[src/hdl/descending_sorted_list_table_top_assert.svh]
// Assertion macros used by the sorted table engine (dslt_engine).
`ifndef DESCENDING_SORTED_LIST_TABLE_TOP_ASSERT_SVH
`define DESCENDING_SORTED_LIST_TABLE_TOP_ASSERT_SVH

// The consequent must hold in the same cycle as the antecedent.
`define DSLT_ASSERT_SAME(label, clk, rst_n, ante, cons) \
    label: assert property (@(posedge clk) disable iff (!rst_n) (ante) |-> (cons)) \
        else $error("assertion violated in sorted table");

// The consequent must hold in the cycle after the antecedent.
`define DSLT_ASSERT_NEXT(label, clk, rst_n, ante, cons) \
    label: assert property (@(posedge clk) disable iff (!rst_n) (ante) |=> (cons)) \
        else $error("assertion violated in sorted table");

`endif

[src/hdl/dslt_pkg.sv]
package dslt_pkg;

    localparam int CAPACITY_DEFAULT = 16;

    localparam logic [1:0] OP_INSERT = 2'd0;
    localparam logic [1:0] OP_SEARCH = 2'd1;
    localparam logic [1:0] OP_DELETE = 2'd2;
    localparam logic [1:0] OP_CLEAR  = 2'd3;

    localparam logic [1:0] STS_OK        = 2'd0;
    localparam logic [1:0] STS_FULL      = 2'd1;
    localparam logic [1:0] STS_NOT_FOUND = 2'd2;

    typedef struct packed {
        logic [1:0]         operation;
        logic signed [31:0] value;
    } t_in_item;

    typedef struct packed {
        logic [1:0] status;
        logic [4:0] match_count;
        logic [4:0] entry_count;
    } t_out_item;

    typedef enum logic [1:0] {
        S_IDLE,
        S_READ,
        S_EVAL,
        S_DONE
    } t_state;

endpackage

[src/hdl/dslt_engine.sv]
module dslt_engine #(
    parameter int CAPACITY = dslt_pkg::CAPACITY_DEFAULT
) (
    input  logic                i_clk,
    input  logic                i_rst_n,
    input  logic                i_start,
    input  dslt_pkg::t_in_item  i_item,
    input  logic                i_res_take,
    output logic                o_busy,
    output logic                o_done,
    output dslt_pkg::t_out_item o_result
);
    import dslt_pkg::*;

    `include "descending_sorted_list_table_top_assert.svh"

    localparam int AW = $clog2(CAPACITY);
    localparam int CW = $clog2(CAPACITY + 1);

    logic signed [31:0] mem [CAPACITY];

    t_state             r_state, n_state;
    logic [1:0]         r_op, n_op;
    logic signed [31:0] r_key, n_key;
    logic [CW-1:0]      r_n, n_n;
    logic [CW-1:0]      r_idx, n_idx;
    logic [CW-1:0]      r_match, n_match;
    logic signed [31:0] r_carry, n_carry;
    logic               r_flag, n_flag;
    logic [1:0]         r_status, n_status;
    logic signed [31:0] r_rdata;

    logic               w_we;
    logic [AW-1:0]      w_waddr;
    logic signed [31:0] w_wdata;

    // Shared compare unit: the key against the entry just read.
    logic w_gt, w_eq;
    assign w_gt = r_key > r_rdata;
    assign w_eq = r_key == r_rdata;

    logic w_at_end, w_full;
    assign w_at_end = (r_idx == r_n);
    assign w_full   = (r_n == CW'(CAPACITY));

    // Next state.
    always_comb begin
        n_state = r_state;
        unique case (r_state)
            S_IDLE: begin
                if (i_start) begin
                    if (i_item.operation == OP_CLEAR) begin
                        n_state = S_DONE;
                    end else if (i_item.operation == OP_INSERT && w_full) begin
                        n_state = S_DONE;
                    end else begin
                        n_state = S_READ;
                    end
                end
            end
            S_READ: begin
                if (r_op != OP_INSERT && w_at_end) begin
                    n_state = S_DONE;
                end else begin
                    n_state = S_EVAL;
                end
            end
            S_EVAL: begin
                if (r_op == OP_INSERT && w_at_end) begin
                    n_state = S_DONE;
                end else if (r_op == OP_SEARCH && w_gt) begin
                    n_state = S_DONE;
                end else begin
                    n_state = S_READ;
                end
            end
            S_DONE: begin
                if (i_res_take) begin
                    n_state = S_IDLE;
                end
            end
            default: n_state = S_IDLE;
        endcase
    end

    // Datapath and table writes.
    always_comb begin
        n_op     = r_op;
        n_key    = r_key;
        n_n      = r_n;
        n_idx    = r_idx;
        n_match  = r_match;
        n_carry  = r_carry;
        n_flag   = r_flag;
        n_status = r_status;
        w_we     = 1'b0;
        w_waddr  = r_idx[AW-1:0];
        w_wdata  = r_key;
        unique case (r_state)
            S_IDLE: begin
                if (i_start) begin
                    n_op     = i_item.operation;
                    n_key    = i_item.value;
                    n_idx    = '0;
                    n_match  = '0;
                    n_flag   = 1'b0;
                    n_status = STS_OK;
                    if (i_item.operation == OP_CLEAR) begin
                        n_n = '0;
                    end else if (i_item.operation == OP_INSERT && w_full) begin
                        n_status = STS_FULL;
                    end
                end
            end
            S_READ: begin
                if (r_op == OP_DELETE && w_at_end) begin
                    if (r_flag) begin
                        n_n = r_n - 1'b1;
                    end else begin
                        n_status = STS_NOT_FOUND;
                    end
                end
            end
            S_EVAL: begin
                n_idx = r_idx + 1'b1;
                priority case (r_op)
                    OP_INSERT: begin
                        // Once the value is placed, each later entry moves down by one.
                        if (r_flag) begin
                            w_we    = 1'b1;
                            w_wdata = r_carry;
                            n_carry = r_rdata;
                        end else if (w_at_end || w_gt || w_eq) begin
                            w_we    = 1'b1;
                            w_wdata = r_key;
                            n_carry = r_rdata;
                            n_flag  = 1'b1;
                        end
                        if (w_at_end) begin
                            n_n = r_n + 1'b1;
                        end
                    end
                    OP_SEARCH: begin
                        if (w_eq) begin
                            n_match = r_match + 1'b1;
                        end
                    end
                    default: begin
                        // Delete: after the first match, each entry moves up by one.
                        if (r_flag) begin
                            w_we    = 1'b1;
                            w_waddr = AW'(r_idx - 1'b1);
                            w_wdata = r_rdata;
                        end else if (w_eq) begin
                            n_flag = 1'b1;
                        end
                    end
                endcase
            end
            S_DONE: begin
            end
            default: begin
            end
        endcase
    end

    always_ff @(posedge i_clk) begin
        if (!i_rst_n) begin
            r_state <= S_IDLE;
            r_n     <= '0;
        end else begin
            r_state <= n_state;
            r_n     <= n_n;
        end
    end

    always_ff @(posedge i_clk) begin
        r_op     <= n_op;
        r_key    <= n_key;
        r_idx    <= n_idx;
        r_match  <= n_match;
        r_carry  <= n_carry;
        r_flag   <= n_flag;
        r_status <= n_status;
    end

    always_ff @(posedge i_clk) begin
        if (w_we) begin
            mem[w_waddr] <= w_wdata;
        end
        if (r_state == S_READ) begin
            r_rdata <= mem[r_idx[AW-1:0]];
        end
    end

    logic [31:0] w_match_ext, w_n_ext;
    assign w_match_ext = 32'(r_match);
    assign w_n_ext     = 32'(r_n);

    assign o_busy               = (r_state != S_IDLE);
    assign o_done               = (r_state == S_DONE);
    assign o_result.status      = r_status;
    assign o_result.match_count = w_match_ext[4:0];
    assign o_result.entry_count = w_n_ext[4:0];

    `DSLT_ASSERT_SAME(a_fill_bound, i_clk, i_rst_n, 1'b1, r_n <= CW'(CAPACITY))
    `DSLT_ASSERT_SAME(a_scan_bound, i_clk, i_rst_n,
        r_state == S_READ || r_state == S_EVAL, r_idx <= r_n)
    `DSLT_ASSERT_SAME(a_clear_empty, i_clk, i_rst_n,
        r_state == S_DONE && r_op == OP_CLEAR, r_n == '0)
    `DSLT_ASSERT_NEXT(a_done_holds, i_clk, i_rst_n,
        r_state == S_DONE && !i_res_take, r_state == S_DONE && $stable(r_n))

endmodule

[src/hdl/descending_sorted_list_table_top.sv]
// Sequencing: clear and an insert into a full table go straight to the done state; any other
// operation reads, then compares, each visited entry, insert also visiting the free slot; a search
// stops at the first entry below the key, and search and delete otherwise run to the fill level.
// Flow: one transaction at a time; the next one is accepted in the cycle after the result register
// loads, which an output stall can hold off while an earlier result is still pending.
// Reset: synchronous, active low; the table is empty afterwards and no result is pending.
module descending_sorted_list_table_top #(
    parameter int CAPACITY = dslt_pkg::CAPACITY_DEFAULT
) (
    input  logic                i_clk,
    input  logic                i_rst_n,
    input  logic                i_in_valid,
    input  dslt_pkg::t_in_item  i_in_item,
    output logic                o_in_stall,
    output logic                o_out_valid,
    output dslt_pkg::t_out_item o_out_item,
    input  logic                i_out_stall
);
    import dslt_pkg::*;

    logic      w_busy, w_done, w_take;
    t_out_item w_result;
    logic      r_out_valid;
    t_out_item r_out_item;

    assign o_in_stall = w_busy;
    assign w_take     = w_done && (!r_out_valid || !i_out_stall);

    dslt_engine #(
        .CAPACITY (CAPACITY)
    ) u_engine (
        .i_clk      (i_clk),
        .i_rst_n    (i_rst_n),
        .i_start    (i_in_valid && !w_busy),
        .i_item     (i_in_item),
        .i_res_take (w_take),
        .o_busy     (w_busy),
        .o_done     (w_done),
        .o_result   (w_result)
    );

    always_ff @(posedge i_clk) begin
        if (!i_rst_n) begin
            r_out_valid <= 1'b0;
        end else if (w_take) begin
            r_out_valid <= 1'b1;
        end else if (!i_out_stall) begin
            r_out_valid <= 1'b0;
        end
    end

    always_ff @(posedge i_clk) begin
        if (w_take) begin
            r_out_item <= w_result;
        end
    end

    assign o_out_valid = r_out_valid;
    assign o_out_item  = r_out_item;

endmodule

[config.mk]
export PLATFORM = sky130hd
export DESIGN_NAME = descending_sorted_list_table_top
export DESIGN_NICKNAME = d
export VERILOG_FILES = /design/src/hdl/dslt_pkg.sv /design/src/hdl/dslt_engine.sv /design/src/hdl/descending_sorted_list_table_top.sv
export VERILOG_INCLUDE_DIRS = /design/src /design/src/hdl
export SDC_FILE = /design/constraint.sdc
export NUM_CORES = 1
export LEC_CHECK = 0
export BUFFER_PORTS_ARGS = -buffer_cell sky130_fd_sc_hd__buf_2
export CORE_MARGIN = 3
export CORE_UTILIZATION = 37
export CTS_CLUSTER_DIAMETER = 120
export DETAILED_ROUTE_END_ITERATION = 8
export PLACE_DENSITY = 0.52
export RECOVER_POWER = 50
export SYNTH_ARGS = -nofsm -noshare
export SYNTH_HDL_FRONTEND = slang
export SYNTH_HIERARCHICAL = 1
export SYNTH_SLANG_ARGS = --single-unit
[constraint.sdc]
create_clock -name i_clk -period 10.6 [get_ports i_clk]
set_input_delay 2.12 -clock i_clk [delete_from_list [all_inputs] [get_ports i_clk]]
set_output_delay 2.12 -clock i_clk [all_outputs]
set_load 0.005 [all_outputs]
==> run summary <==
Setup crit end: u_engine/mem[8][23]$_DFFE_PP_
clk root buf: clkbuf_16
Post-synth EDFFs: 635
Post-DP HPWL: 31.9 mm
RD Place Congestion: 0.737
Max Freq: 142 MHz
drt drc: 0
via count: 12200
number of global-route vias before repair: 12900
Post-Syn Nets: 1294
TritonCTS clock tree: yes
Pre-antenna DRT Iters: 8
crit-path max FO: 69
post-synth cell types: 54
clk slew on worst S/H paths: 0.06 ns
num rows: 95
combinational fraction of design power: 20.9%
post-synthesis adder-cell area fraction: 2.19%
area occupied by multi-input gates: 5920 µm²
Final Max Slew Viols: 205
# Max-Cap Violations: 5
top cells by area, synth: edfxtp_1, mux4_2, ha_1, a222oi_1, inv_1
Leak: 0.00940 µW
GRT Resource Usage Total: 16.6%
crit path time final: 7.03 ns
Sequential Power Share: 45.9%
antenna violations before repair: 0
Critical Path End Type: register
dpl cell area: 27000 µm²
Hold Crit Class: register to register
Setup crit start: u_engine/r_idx[1]$_SDFFCE_PN0P_
IO Port Bufs: 51
Synth Area in Compound Gates: 3.27%
Final setup violation count: 0
layout cells sized above 1: 24.5%
reg2reg end: u_engine/mem[8][23]$_DFFE_PP_
Simple-Gate Fraction of Synth Area: 2.37%
setup bufs post-CTS: 0
GRT overflow: 0
status: finished with violations
Cells after Synth: 1212
combinational family with the most area after synthesis: multiplexers
top-area cell type share of the netlist area: 74.8%
WS Path Type: register to register
Clock Path Buffers: 3
nets: 1392
Hold Violations, Final: 0
grt met1 use: 24.0%
Synth area leader: edfxtp_1
commonest cells after routing, fill and taps aside: edfxtp_1, mux4_2, inv_1
cells on worst reg2reg path: 7
Detailed Route Iter0 Violations: 1161
CP Data Arrival Time: 7.30 ns
FF-to-FF Start: u_engine/r_idx[1]$_SDFFCE_PN0P_
final instance area: 29200 µm²
post-synthesis xor/xnor area fraction: 0.549%
P_sw: 1980 µW
total CTS buffers: 70
multiplexer share of the synthesized area: 14.1%
period utilisation layout: 66.4%
Top Usage Layer GRT: met2
Clk pwr share: 33.1%
Routed Antenna Nets: 0
Post-synth ARST share: 0%
syn_area_per_cell: 21.0 µm²
CP Launch Type: register
register area share after synthesis: 75.4%
routed vias/inst: 5.45
Total Wirelength: 58.7 mm
commonest non-fill, non-tap cell in the layout: edfxtp_1
largest net degree at the start of global routing: 70
post-cts resize count: 0
CTS Sinks: 643
Worst Path Required: 10.87 ns
total power: 7170 µW
antenna cells: 0
H-tree Lvls: 3
DR WL/cell: 26.2 µm
final setup TNS: 0 ns
failing checks: capacitance limit, slew limit
Core Area: 67800 µm²
number of I/O pins: 52
Post-Route Skew: 0.0160 ns
Final Util: 43.1%
CTS Hold Bufs: 0
die area: 72100 µm²
switching share of power: 27.6%
RSZ-0062 raised after global routing: no
Die Span X: 269 µm
DP Worst Slack: 6.24 ns
R2R Setup Slk: 3.57 ns
crit path setup slack, layout: 3.57 ns
Max VDD drop: 0.000126 V
clock latency on the worst-skew pair: 0.60 ns
Area Overhead vs Synth: 14.6%
Slew headroom: -218%
Cell Pwr Density: 245 nW/µm²
Slew @ Worst Pin: 4.78 ns
Yosys warning total: 6
Initial Util: 37.6%
register area: 19200 µm²
first-pass GRT wire length: 87.0 mm
Int Pwr: 5190 µW
fill count: 5827
Most used DFF post-synth: edfxtp_1
#FFs+latches synth: 643
Netlist Area Pre-Place: 25500 µm²
met2 Usage GRT: 26.6%
Die Ht: 269 µm
met3 GRT Util: 3.04%
## layer usage
layer,routed length [µm],vias to the layer above
li1,-,5262
met1,27000,6552
met2,27800,322
met3,2870,67
met4,1000,0
met5,0,-
## synthesized netlist by cell type, types with 4 or more instances
master / instances
edfxtp_1: 635
mux4_2: 160
inv_1: 80
a21oi_1: 44
ha_1: 43
a222oi_1: 32
clkbuf_1: 27
nor2_1: 20
buf_2: 18
nand2_1: 17
nand3_1: 14
xnor2_1: 13
nand4_1: 10
buf_1: 9
nor2b_1: 9
o21ai_0: 9
dfxtp_1: 8
a21o_1: 4
and3_1: 4
nor3_1: 4
## per-stage QoR
stage / hold WS, ns / instances
finish: 0.421 / 2238
global route: 0.438 / 2238
CTS: 0.424 / 2238
detailed placement: 0.409 / 2111
global placement: 0.403 / 2111
floorplan: 0.400 / 1212
## power by group through the flow
stage / logic, µW / clock network, µW / registers [µW]
after floorplan: 1060 / 0 / 3290
after global placement: 1490 / 0 / 3330
after detailed placement: 1500 / 0 / 3340
after CTS: 1510 / 2440 / 3280
after global routing: 1650 / 2540 / 3310
final: 1500 / 2380 / 3290
## critical path, cell delays in order, from the launching register on
cell	delay, ns
edfxtp_1	0.33
clkbuf_1	3.33
inv_1	0.52
ha_1	0.54
o21ai_0	0.28
a32oi_1	0.44
a21oi_4	0.81
buf_4	0.43
## how the worst min path moves through the flow
stage / startpoint / endpoint / slack (ns) / cells past startpoint
finish: u_engine/r_status[0]$_SDFFCE_PP0P_ / o_out_item[10]$_DFFE_PP_ / 0.42 / 0
floorplan: u_engine/r_status[0]$_SDFFCE_PP0P_ / o_out_item[10]$_DFFE_PP_ / 0.40 / 0
CTS: u_engine/r_status[0]$_SDFFCE_PP0P_ / o_out_item[10]$_DFFE_PP_ / 0.42 / 0
global route: u_engine/r_status[0]$_SDFFCE_PP0P_ / o_out_item[10]$_DFFE_PP_ / 0.44 / 0
global placement: u_engine/r_status[0]$_SDFFCE_PP0P_ / o_out_item[10]$_DFFE_PP_ / 0.40 / 0
detailed placement: u_engine/r_status[0]$_SDFFCE_PP0P_ / o_out_item[10]$_DFFE_PP_ / 0.41 / 0
## flip-flops by register name (all words and copies together), names as in the netlist
signal             cells
u_engine/r_state       2
u_engine/r_n           5
u_engine/r_status      2
u_engine/r_carry      32
u_engine/r_op          2
u_engine/mem         512
u_engine/r_key        32
u_engine/r_match       5
u_engine/r_flag        1
u_engine/r_idx         5
o_out_item            12
o_out_valid            1
u_engine/r_rdata      32
## area by class of cell
type / instances / share of cell area, %
sequential: 643 / 65.8
timing repair buffer: 80 / 1.42
clock inverter: 37 / 1.26
tap: 873 / 3.74
clock buffer: 90 / 6.47
multi-input combinational: 433 / 20.3
inverter: 82 / 1.05
## logic make-up (layout without fill, tap and decap cells)
kind of cell,after synthesis,count (layout)
adders and majority gates,44,44
buffers and inverters,136,289
AOI/OAI and AO/OA,112,112
and+or+nand+nor,101,101
xor gates and xnor gates,16,16
muxes,160,160
DFF,643,643
Power figures use the tool's default switching activity.
